--- config.mk ---
export PLATFORM = sky130hd
export DESIGN_NAME = cau_out
export DESIGN_NICKNAME = d
export VERILOG_FILES = /design/src/rtl/cau_pkg.sv /design/src/rtl/cau_out.sv
export SDC_FILE = /design/constraint.sdc
export NUM_CORES = 1
export LEC_CHECK = 0
export ABC_CLOCK_PERIOD_IN_PS = 2500
export BUFFER_PORTS_ARGS = -buffer_cell sky130_fd_sc_hd__buf_2
export CAP_MARGIN = 30
export CORE_ASPECT_RATIO = 1.1
export CORE_UTILIZATION = 48
export CTS_CLUSTER_DIAMETER = 60
export CTS_CLUSTER_SIZE = 16
export DETAILED_ROUTE_END_ITERATION = 16
export PLACE_DENSITY = 0.91
export SLEW_MARGIN = 30
export SYNTH_ARGS = -nofsm -noshare
export SYNTH_HDL_FRONTEND = slang
export SYNTH_SLANG_ARGS = --single-unit
--- constraint.sdc ---
create_clock -name i_clk -period 2.5 [get_ports i_clk]
set_input_delay 0.125 -clock i_clk [delete_from_list [all_inputs] [get_ports i_clk]]
set_output_delay 0.125 -clock i_clk [all_outputs]
set_load 0.01 [all_outputs]
--- src/rtl/cau_pkg.sv ---
// ----------------------------------------------------------------------------
// cau_pkg
// shared types and defaults of the complex arithmetic unit
// ----------------------------------------------------------------------------
package cau_pkg;

    localparam int CAU_DATA_WIDTH = 32;
    localparam int CAU_FRAC_BITS  = 16;

    typedef enum logic [2:0] {
        FUNC_ADD = 3'd0,
        FUNC_SUB = 3'd1,
        FUNC_MUL = 3'd2,
        FUNC_DIV = 3'd3,
        FUNC_EQ  = 3'd4,
        FUNC_NE  = 3'd5
    } t_func;

    // control that travels beside the data down the pipeline
    typedef struct packed {
        t_func func_op;
        logic  cmp;
        logic  dz;
        logic  ovf;
    } t_side;

endpackage

--- src/rtl/cau_out.sv ---
// ----------------------------------------------------------------------------
// cau_out
// quotient saturation, result select and output register
// ----------------------------------------------------------------------------
module cau_out #(
    parameter int DATA_WIDTH = cau_pkg::CAU_DATA_WIDTH
) (
    input  logic                          i_clk,
    input  logic                          i_rst_n,
    input  logic                          i_valid,
    output logic                          o_ready,
    input  cau_pkg::t_side                i_side,
    input  logic [DATA_WIDTH-1:0]         i_pass_re,
    input  logic [DATA_WIDTH-1:0]         i_pass_im,
    input  logic [1:0]                    i_neg,
    input  logic [1:0]                    i_ovf,
    input  logic [1:0][DATA_WIDTH:0]      i_quo,
    output logic                          o_valid,
    input  logic                          i_ready,
    output logic signed [DATA_WIDTH-1:0]  o_res_re,
    output logic signed [DATA_WIDTH-1:0]  o_res_im,
    output logic                          o_cmp_true,
    output logic                          o_div_zero,
    output logic                          o_overflow
);
    import cau_pkg::*;

    localparam int W = DATA_WIDTH;
    localparam int K = W + 1;
    localparam logic [W-1:0] VAL_MAX  = {1'b0, {(W-1){1'b1}}};
    localparam logic [W-1:0] VAL_MIN  = {1'b1, {(W-1){1'b0}}};
    localparam logic [K-1:0] Q_HALF   = K'(1) << (W - 1);

    logic              r_valid;
    logic              w_adv;
    logic [1:0][W-1:0] n_q_val;
    logic [1:0]        n_q_ovf;
    logic [W-1:0]      n_re, n_im;
    logic              n_cmp, n_dz, n_ovf;

    assign w_adv   = !r_valid || i_ready;
    assign o_ready = w_adv;
    assign o_valid = r_valid;

    always_comb begin
        for (int l = 0; l < 2; l++) begin
            if (i_neg[l]) begin
                n_q_ovf[l] = i_ovf[l] || (i_quo[l] > Q_HALF);
                n_q_val[l] = n_q_ovf[l] ? VAL_MIN : W'(~i_quo[l] + 1'b1);
            end else begin
                n_q_ovf[l] = i_ovf[l] || (i_quo[l] >= Q_HALF);
                n_q_val[l] = n_q_ovf[l] ? VAL_MAX : i_quo[l][W-1:0];
            end
        end
        n_cmp = i_side.cmp;
        n_dz  = 1'b0;
        if (i_side.func_op == FUNC_DIV) begin
            if (i_side.dz) begin
                n_re  = '0;
                n_im  = '0;
                n_dz  = 1'b1;
                n_ovf = 1'b0;
            end else begin
                n_re  = n_q_val[0];
                n_im  = n_q_val[1];
                n_ovf = n_q_ovf[0] || n_q_ovf[1];
            end
        end else begin
            n_re  = i_pass_re;
            n_im  = i_pass_im;
            n_ovf = i_side.ovf;
        end
    end

    always_ff @(posedge i_clk) begin
        if (!i_rst_n) begin
            r_valid <= 1'b0;
        end else if (w_adv) begin
            r_valid <= i_valid;
        end
    end

    always_ff @(posedge i_clk) begin
        if (w_adv) begin
            o_res_re   <= n_re;
            o_res_im   <= n_im;
            o_cmp_true <= n_cmp;
            o_div_zero <= n_dz;
            o_overflow <= n_ovf;
        end
    end

endmodule

=== After elaboration in Yosys (flattened, before gate mapping) ===
Cells that the tools add are included.

* Output and inout bits: 69
* Flip-flop bits (word level): 68
* Bits of input ports: 144
* Logic and storage cells: 37

* Multiplexer cells: 15
* $lt $le $gt $ge: 4
* Reduce and logical (&&, ||, !) cells: 7
* Bitwise logic cells: 2
* $add $sub $neg: 2
* Equality and inequality tests: 1

{| class="wikitable"
|+ Operators by type and width
! cell !! count
|-
| $mux W32 || 10
|-
| $ge A33 B32 Y1 const B || 2
|-
| $gt A33 B32 Y1 const B || 2
|-
| $add A32 B1 Y32 const B || 2
|-
| $not A32 Y32 || 2
|-
| $logic_or A1 B1 Y1 || 6
|-
| $mux W1 || 5
|-
| $eq A3 B2 Y1 const B || 1
|-
| $logic_not A1 Y1 || 1
|}

=== Longest topological paths before layout ===
Gate-level depths: netlist of run 1.

* Depth after elaboration: 6
* Depth in mapped cells: 9
* Mapped depth without buffers: 7

=== Worst setup path after synthesis of run 1 ===
OpenSTA, ideal clock, no wires.

* Path type: reg2reg
* From: register r_valid (netlist: o_valid)
* To: register r_valid (netlist: o_valid)
* Stages on the path, launching flop included: 3
* Path buffers: 0
* Setup slack: 0.068 ns
* Data arrival time: 2.209 ns
* Clock period less this slack: 2.432 ns
* Required time: 2.277 ns
* Library setup time: 0.223 ns
* Cell sequence: dfxtp_1 -> nand2b_1 -> a21boi_0

* Longest elaborated chain between the ends: 2

{| class="wikitable"
|+ RTL lines
! item !! line !! text
|-
| start: declaration || cau_out.sv:34 || <nowiki>logic r_valid;</nowiki>
|-
| start signal: assignment || cau_out.sv:79 || <nowiki>r_valid <= i_valid;</nowiki>
|-
| $logic_not A1 Y1 || cau_out.sv:41 || <nowiki>assign w_adv = !r_valid || i_ready;</nowiki>
|-
| $logic_or A1 B1 Y1 || cau_out.sv:41 ||
|-
| via o_ready || cau_out.sv:11 || <nowiki>output logic o_ready,</nowiki>
|}

The timed path passes the listed nets, and every way through them passes these cells.
A chain may end at the register's enable or synchronous reset.

=== Worst setup path after layout of run 1 ===
* From: input port i_quo[57] (netlist name)
* To: register o_res_im[1], data pin

* Longest elaborated chain between the ends: 6
* Elaborated cells on any way between the ends: 9
* Those cells by class: order compare: 2; mux: 5; reduce/logical: 2

{| class="wikitable"
|+ RTL lines
! item !! line !! text
|-
| start: declaration || cau_out.sv:17 || <nowiki>input logic [1:0][DATA_WIDTH:0] i_quo,</nowiki>
|-
| $ge A33 B32 Y1 / $gt A33 B32 Y1 (equally long branches) || cau_out.sv:51, cau_out.sv:48 ||
|-
| $logic_or A1 B1 Y1 (on tied branches) || cau_out.sv:51, cau_out.sv:48 ||
|-
| $mux W32 (on tied branches) || cau_out.sv:52, cau_out.sv:49 ||
|-
| $mux W32 (*) || cau_out.sv:47 || <nowiki>if (i_neg[l]) begin</nowiki>
|-
| $mux W32 (*) || cau_out.sv:58 || <nowiki>if (i_side.dz) begin</nowiki>
|-
| $mux W32 (*) || cau_out.sv:57 || <nowiki>if (i_side.func_op == FUNC_DIV) begin</nowiki>
|-
| via n_im[1] || cau_out.sv:38 || <nowiki>logic [W-1:0] n_re, n_im;</nowiki>
|-
| end signal: assignment || cau_out.sv:86 || <nowiki>o_res_im <= n_im;</nowiki>
|-
| end: declaration || cau_out.sv:21 || <nowiki>output logic signed [DATA_WIDTH-1:0] o_res_im,</nowiki>
|}

Mark *: on every way through the listed nets, which the timed path passes. The rest lies on a longest branch.

==> metrics.log, run 1 <==
[metrics] Area Overhead vs Synth: 32.4%
[metrics] fraction of the mapped netlist area in adder cells: 0.523%
[metrics] ports placed on the boundary: 213
[metrics] critical path launch point type: input pin
[metrics] number of buffers inserted during clock tree synthesis: 9
[metrics] post-placement cell count: 874
[metrics] clock tree root buffer cell: clkbuf_8
[metrics] critical path capture point type: flop
[metrics] leakage: 2.75 nW
[metrics] starting utilization of the core area: 50.2%
[metrics] floorplan die area: 10,400 µm²
[metrics] final max-slew violation count: 0
[metrics] placement row count: 37
[metrics] main combinational cell family by area after synthesis: simple AND/OR/NAND/NOR gates
[metrics] Hold Crit Class: in2reg
[metrics] Req. time, crit path: around 2.7 ns
[metrics] share of Yosys cell area claimed by the top area cell type: 42.0%
[metrics] ranking of synthesized cells by area: edfxtp_1 42%, nand2_1 6.5%, o21ai_0 5.0%, a21oi_1 4.0%, o31ai_1 3.3%
[metrics] wire length reported by the detailed router: 16,200 µm
[metrics] clock tree from TritonCTS: built
[metrics] post-detailed-route wirelength per cell: 18.1 µm
[metrics] simple-gate area share of the yosys netlist: between 20 and 30%
[metrics] cell with the most instances after synthesis: nand2_1
[metrics] status: finished clean
[metrics] list of most frequent post-synthesis cells: 83 x nand2_1, 67 x edfxtp_1, 48 x o21ai_0, 41 x nor2_1, 38 x a21oi_1
[metrics] net count reported at finish: 915
[metrics] number of design-rule violations left by the first detailed-router iteration: 356
[metrics] setup slack of the most critical reg-to-reg path: 1.02 ns
[metrics] slew at the pin with the worst max-slew slack: 0.990 ns
[metrics] Post-Place Cell Area: 6140 µm²
[metrics] share of the clock period used by the worst path: 84.7%
[metrics] Seq cells post-synth: roughly 70
[metrics] core area: around 9500 µm²
[metrics] final antenna diode count: 0
[metrics] endpoint arrival time on the critical path: 2.31 ns
[metrics] post-detailed-placement half-perimeter wirelength: 11,800 µm
[metrics] Compound-Gate Fraction of Synth Area: 25.0%
[metrics] Mapped Cells: 544
[metrics] final core occ: 66.5%
[metrics] M3 GR Usage: 7.43%
[metrics] number of setup violations in the final report: 0
[metrics] M2 GR Usage: 55.3%
[metrics] maximum level of the CTS H-tree: 3
[metrics] Worst Hold Slack: 0.0218 ns
[metrics] CTS Sinks: 68
[metrics] Peak VDD IR: around 0.00032 V
[metrics] count of cell types in the netlist: 67
[metrics] Setup Skew: about 0.0083 ns
[metrics] cell area after synthesis: approximately 4800 µm²
[metrics] Reg area: about 2000 µm²
[metrics] antenna violations before repair: 0
[metrics] wire length of the first global-routing pass: 25,400 µm
[metrics] First-pass DRT Iterations: 5
[metrics] critical path class: in2reg
[metrics] Via density: 6.20
[metrics] proportion of synthesized chip area in sequential cells: 42.4%
[metrics] PortBufs: 212
[metrics] critical-path maximum fanout: 16
[metrics] non-filler instance count after layout: around 890
[metrics] remaining routing DRC violations: 0
[metrics] clock insertion delay at the later pin of the skew report: 0.36 ns
[metrics] overall routing resource usage: 30.8%
[metrics] setup repair after global routing missed its margin: false
[metrics] async set-or-reset flop fraction in the synthesized netlist: 0%
[metrics] largest net degree at the start of global routing: 72
[metrics] total congestion overflow: 0
[metrics] most congested layer reported by global routing: met2
[metrics] # Max-Cap Violations: 0
[metrics] final hold viol count: 0
[metrics] share of the synthesized netlist area taken by xor and xnor gates: between 1 and 1.5%
[metrics] net count of the mapped netlist: 690
[metrics] design area: approximately 6300 µm²
[metrics] P per Cell Area: 466 nW/µm²
[metrics] number of filler cells placed in the layout: ~770
[metrics] leading area contributor after synthesis: edfxtp_1
[metrics] number of antenna-violating nets in the routed design: 0
[metrics] Final GP Congestion: about 0.9
[metrics] via count: 5,520
[metrics] final worst path period need: approximately 2.1 ns
[metrics] Resized Gates After CTS: 0
[metrics] fraction of synthesized area in multiplexers: 1.96%
[metrics] total area of multi-input combinational cells: approximately 2600 µm²
[metrics] yosys synthesis warning count: 0
[metrics] vias in the first global route: approximately 5,300
[metrics] register clock-pin slew on the reported worst setup and hold paths: roughly 0.07 ns
[metrics] f_max: between 400 and 500 MHz
[metrics] CTS max path bufs: 2
[metrics] setup_tns: 0 ns
[metrics] grt met1 use: a little over a third
[metrics] EDFF count, synth: between 60 and 70
[metrics] headroom to the max-slew limit: 34.0%
[metrics] fraction of layout cells with a size suffix above 1: between 30% and 40%
[metrics] Primary FF master, synth: edfxtp_1
[metrics] Die Height: 107 µm
[metrics] average footprint of a synthesized cell: between 8 and 9 µm²
[metrics] Die Width: 97.2 µm
[cell usage in the layout (no fill, tap or decap), drive strengths merged, types with 3 or more instances in the layout]
cell / synthesis / final
a22o: 6 / 6
xnor2: 3 / 3
or2: 4 / 4
mux2: 3 / 3
clkbuf: 28 / 10
mux2i: 6 / 6
or3: 9 / 9
o22ai: 13 / 13
o21ai: 48 / 48
nor2: 42 / 42
inv: 10 / 10
clkinv: 2 / 6
a22oi: 4 / 4
nand3: 13 / 13
edfxtp: 67 / 67
or4: 14 / 14
nor4: 17 / 17
and3: 4 / 4
buf: 6 / 247
nand2b: 4 / 4
o31a: 3 / 3
xor2: 3 / 3
a31oi: 15 / 15
nand2: 84 / 84
o311ai: 5 / 5
a21boi: 3 / 3
a21oi: 38 / 38
nor3: 17 / 17
nand4: 8 / 8
o41ai: 8 / 8
o31ai: 21 / 21
[state kept, by name, summed over array words and instances (netlist names)]
register / cells
o_cmp_true: 1
o_res_im: 32
o_valid: 1
o_overflow: 1
o_div_zero: 1
o_res_re: 32
[final timing paths]
check                  startpoint                      to  cells past startpoint
max reg2reg  o_valid$_SDFFE_PN0P_   o_res_re[5]$_DFFE_PP_                      1
min                       i_valid    o_valid$_SDFFE_PN0P_                      3
max                     i_quo[57]   o_res_im[1]$_DFFE_PP_                      7
min reg2reg  o_valid$_SDFFE_PN0P_  o_res_re[21]$_DFFE_PP_                      1
[worst max-delay path, stage by stage]
cell and delay, ns:
buf_2 0.11, or4_4 0.57, or4_4 0.53, o311ai_4 0.26, nand2_2 0.26, buf_4 0.27
o21ai_0 0.19
[cells by family (layout without fill, tap and decap cells)]
family	after synthesis	in the layout
multiplexers	9	9
AND/OR/NAND/NOR	231	231
flip-flops	68	68
buffers and inverters	46	276
AO/OA/AOI/OAI	182	182
XOR/XNOR	6	6
adder cells (fa/ha/maj)	2	2
[report_power, final]
group          total (mW)  leakage [nW]  internal [mW]  switching, mW
clock network       0.908        0.0911          0.451          0.456
registers            1.39         0.716           1.37         0.0250
logic               0.655          1.94          0.273          0.382
total                2.96          2.75           2.09          0.863
[routing by layer]
| layer | routed length [µm] | up-vias | share of wire (%) |
|---|---|---|---|
| met4 | 430 | 0 | 2.7 |
| met5 | 0 | - | 0 |
| li1 | - | 2563 | - |
| met2 | 8040 | 377 | 50 |
| met1 | 5940 | 2537 | 37 |
| met3 | 1750 | 43 | 11 |
[cell type report]
cell class / count / share of cell area, %
clock buffer: 10 / 2.01
clock inverter: 6 / 0.869
inverter: 12 / 0.711
multi-input combinational: 430 / 40.8
sequential: 68 / 32.1
tap: 117 / 2.31
timing repair buffer: 248 / 21.2
[through the flow]
| stage | setup slack [ns] | total power [mW] |
|---|---|---|
| 6_report | 0.383 | 2.96 |
| 5_1_grt | 0.253 | 3.07 |
| 4_1_cts | 0.407 | 2.96 |
| 3_5_place_dp | 0.0489 | 2.06 |
| 3_3_place_gp | 0.134 | 2.04 |
| 2_1_floorplan | 0.0678 | 1.72 |
[repair_timing]
action / CTS / global route
setup buffers: 0 / 0
endpoints found under the setup margin: 0 / 0
hold endpoints to repair: 1 / 0
hold buffers: 1 / 0
(Power assumes the default switching activity.)
==> run 2, diff against run 1 <==
- ABC_AREA: unset -> 1
- ABC_CLOCK_PERIOD_IN_PS: 2500 -> 1700
- CORE_UTILIZATION: 48 -> 45
- PLACE_DENSITY: 0.91 -> 0.88
- clock period: 2.5 -> 1.7 ns (I/O delays scaled with it)
==> metrics.log, run 2 <==
[metrics] status: finished clean (unchanged)
[metrics] CTS Sinks: 68 (unchanged)
[metrics] number of antenna-violating nets in the routed design: 0 (unchanged)
[metrics] worst setup path start: i_quo[0] (was i_quo[57])
[metrics] number of design-rule violations left by the first detailed-router iteration: 681 (was 356)
[metrics] Peak VDD IR: 0.000509 V (was 0.000323 V)
[metrics] cell area after synthesis: 5360 µm² (was 4790 µm²)
[metrics] clock tree from TritonCTS: built (unchanged)
[metrics] wire length of the first global-routing pass: 27,200 µm (was 25,400 µm)
[metrics] critical path launch point type: input pin (unchanged)
[metrics] Primary FF master, synth: edfxtp_1 (unchanged)
[metrics] ports placed on the boundary: 213 (unchanged)
[metrics] design area: 7100 µm² (was 6340 µm²)
[metrics] Post-Place Cell Area: 6780 µm² (was 6140 µm²)
[metrics] reg2reg path depth: 2 (was 1)
[metrics] Die Height: 116 µm (was 107 µm)
[metrics] biggest registers after layout: o_res_im x32, o_res_re x32 (unchanged)
[metrics] core area: 11,500 µm² (was 9540 µm²)
[metrics] ranking of synthesized cells by area: edfxtp_1 38%, nand2_1 21%, nor2_1 8.3%, nand3_1 6.2%, o21ai_0 4.9% (was edfxtp_1 42%, nand2_1 6.5%, o21ai_0 5.0%, a21oi_1 4.0%, o31ai_1 3.3%)
[metrics] final hold viol count: 0 (unchanged)
[metrics] cell with the most instances after synthesis: nand2_1 (unchanged)
[metrics] starting utilization of the core area: 46.4% (was 50.2%)
[metrics] leading area contributor after synthesis: edfxtp_1 (unchanged)
[metrics] endpoint arrival time on the critical path: 1.59 ns (was 2.31 ns)
[metrics] placement row count: 41 (was 37)
[metrics] leakage: 3.56 nW (was 2.75 nW)
[metrics] net count reported at finish: 1,189 (was 915)
[metrics] f_max: 662 MHz
[metrics] clock insertion delay at the later pin of the skew report: 0.33 ns (was 0.36 ns)
[metrics] total congestion overflow: 0 (unchanged)
[metrics] share of Yosys cell area claimed by the top area cell type: 37.5% (was 42.0%)
[metrics] clock tree root buffer cell: clkbuf_16 (was clkbuf_8)
[metrics] Mapped Cells: 807 (was 544)
[metrics] floorplan die area: 12,400 µm² (was 10,400 µm²)
[metrics] vias in the first global route: 5,660 (was 5,327)
[metrics] via count: 6,284 (was 5,520)
[metrics] PortBufs: 212 (unchanged)
[metrics] setup slack of the most critical reg-to-reg path: 0.53 ns (was 1.02 ns)
[metrics] average footprint of a synthesized cell: 6.64 µm² (was 8.80 µm²)
[metrics] critical path class: in2reg (unchanged)
[metrics] Req. time, crit path: 1.78 ns (was 2.70 ns)
[metrics] Final GP Congestion: 1.02 (was 0.909)
[metrics] maximum level of the CTS H-tree: 3 (unchanged)
[metrics] Reg area: 2030 µm² (unchanged)
[metrics] Via density: 5.25 (was 6.20)
[metrics] Seq cells post-synth: 68 (unchanged)
[metrics] yosys synthesis warning count: 0 (unchanged)
[metrics] post-detailed-route wirelength per cell: 14.5 µm (was 18.1 µm)
[metrics] Die Width: 106 µm (was 97.2 µm)
[metrics] count of cell types in the netlist: 37 (was 67)
[metrics] slew at the pin with the worst max-slew slack: 0.420 ns (was 0.990 ns)
[metrics] EDFF count, synth: 67 (unchanged)
[metrics] async set-or-reset flop fraction in the synthesized netlist: 0% (unchanged)
[metrics] wire length reported by the detailed router: 17,300 µm (was 16,200 µm)
[metrics] non-filler instance count after layout: 1,198 (was 891)
[metrics] P per Cell Area: 706 nW/µm² (was 466 nW/µm²)
[metrics] final antenna diode count: 0 (unchanged)
[metrics] post-placement cell count: 1,180 (was 874)
[metrics] Hold Crit Class: in2reg (unchanged)
[metrics] Setup Skew: 0.00324 ns (was 0.00833 ns)
[metrics] end of the worst register-to-register path: o_res_re[24]$_DFFE_PP_ (was o_res_re[5]$_DFFE_PP_)
[metrics] number of filler cells placed in the layout: 1,091 (was 771)
[metrics] final max-slew violation count: 0 (unchanged)
[metrics] net count of the mapped netlist: 953 (was 690)
[metrics] # Max-Cap Violations: 0 (unchanged)
[metrics] largest net degree at the start of global routing: 34 (was 72)
[metrics] remaining routing DRC violations: 0 (unchanged)
[metrics] dpl ws: -0.0613 ns (was 0.0489 ns)
[metrics] most common cell after layout, fill and taps aside: nand2_1 (was buf_2)
[metrics] final core occ: 61.5% (was 66.5%)
[metrics] post-detailed-placement half-perimeter wirelength: 13,600 µm (was 11,800 µm)
[metrics] register clock-pin slew on the reported worst setup and hold paths: 0.06 ns (was 0.07 ns)
[metrics] Area Overhead vs Synth: 32.5% (was 32.4%)
[metrics] number of buffers inserted during clock tree synthesis: 9 (unchanged)
[metrics] final setup slack of the worst path: 0.189 ns (was 0.383 ns)
[metrics] CTS max path bufs: 2 (unchanged)
[metrics] fraction of layout cells with a size suffix above 1: 28.6% (was 36.6%)
[metrics] antenna violations before repair: 0 (unchanged)
[metrics] First-pass DRT Iterations: 5 (unchanged)
[metrics] worst reg2reg startpoint: o_valid$_SDFFE_PN0P_ (unchanged)
[metrics] overall routing resource usage: 28.1% (was 30.8%)
[metrics] setup repair after global routing missed its margin: false (unchanged)
[metrics] most frequent cells in the layout: 298 x nand2_1, 212 x buf_2, 118 x nor2_1 (was 212 x buf_2, 83 x nand2_1, 67 x edfxtp_1)
[metrics] Resized Gates After CTS: 0 (unchanged)
[metrics] share of the clock period used by the worst path: 88.9%
[metrics] crit path to: o_res_re[22]$_DFFE_PP_ (was o_res_im[1]$_DFFE_PP_)
[metrics] list of most frequent post-synthesis cells: 299 x nand2_1, 118 x nor2_1, 67 x edfxtp_1, 67 x inv_1, 66 x nand3_1 (was 83 x nand2_1, 67 x edfxtp_1, 48 x o21ai_0, 41 x nor2_1, 38 x a21oi_1)
[metrics] final worst path period need: approximately 1.5 ns
[metrics] total area of multi-input combinational cells: 2930 µm² (was 2580 µm²)
[metrics] critical path capture point type: flop (unchanged)
[metrics] critical-path maximum fanout: 5 (was 16)
[metrics] proportion of synthesized chip area in sequential cells: 37.9% (was 42.4%)
[metrics] headroom to the max-slew limit: 71.9% (was 34.0%)
[metrics] number of setup violations in the final report: 0 (unchanged)
-- run 2: cell types whose count changed in the layout (fill, tap and decap cells not counted), sizes merged, moves of 14 or more --
cell,change
nor4,-16
inv,+63
nand4,+18
or4,-14
nor2,+95
a21oi,-32
o31ai,-21
nand2,+219
nand3,+57
a31oi,-14
-- run 2: logic make-up after synthesis --
kind of cell	after synthesis	synth area share, %
flops	68	37.9
buf+inv	99	7.52
compound gates	63	6.09
fa+ha+maj	2	0.467
simple gates	556	44.9
xor+xnor	19	3.11
-- run 2: routing by layer --
metal	up-vias	GRT usage (%)	wire [µm]
met5	-	0	0
met4	0	9.81	493
met3	54	4.85	1630
met2	382	45.9	7810
li1	3087	-	-
met1	2761	37.8	7400
-- run 2: worst min path at each step --
stage / from / to / slack, ns / cells past startpoint
floorplan: i_side[2] / o_cmp_true$_DFFE_PP_ / 0.18 / 0
global placement: i_side[2] / o_cmp_true$_DFFE_PP_ / 0.27 / 1
detailed placement: i_side[2] / o_cmp_true$_DFFE_PP_ / 0.27 / 1
CTS: i_rst_n / o_valid$_SDFFE_PN0P_ / 0.006 / 2
global route: i_rst_n / o_valid$_SDFFE_PN0P_ / 0.01 / 2
finish: i_rst_n / o_valid$_SDFFE_PN0P_ / 0.01 / 2
-- run 2: cell type report --
cell class                      instances  share of cell area [%]
Timing Repair Buffer                  248                    19.2
Clock inverter                          6                   0.917
Sequential cell                        68                    28.6
Multi-Input combinational cell        640                    41.3
Tap cell                              150                    2.64
Inverter                               76                    4.11
Clock buffer                           10                    3.23
-- run 2: stage by stage --
stage / power [mW] / hold slack, ns / setup TNS [ns]
after floorplan: 2.64 / 0.184 / 0
after global placement: 3.15 / 0.270 / -0.0247
after detailed placement: 3.17 / 0.270 / -0.223
after CTS: 5.02 / 0.00562 / 0
after global routing: 5.24 / 0.0111 / 0
final: 5.01 / 0.0123 / 0
-- run 2: power breakdown --
part,internal [mW],total [mW],switching (mW)
logic,0.442,1.11,0.665
registers,2.01,2.05,0.0369
clock network,1.13,1.86,0.724
total,3.59,5.01,1.43
-- run 2: critical path: stages --
cell,delay [ns]
buf_2,0.11
inv_1,0.08
ha_1,0.19
nand2_1,0.08
nor2_1,0.18
nand2_1,0.11
nor2_2,0.28
nand3_1,0.15
nand3b_1,0.13
nand2_1,0.06
nand2_1,0.07
nand2_1,0.06
-- run 2: repair_timing --
| item | in CTS | in global routing |
|---|---|---|
| setup endpoints to repair | 0 | 0 |
| setup buffers | 0 | 0 |
| hold endpoints to repair | 2 | 0 |
| hold buffers | 2 | 0 |
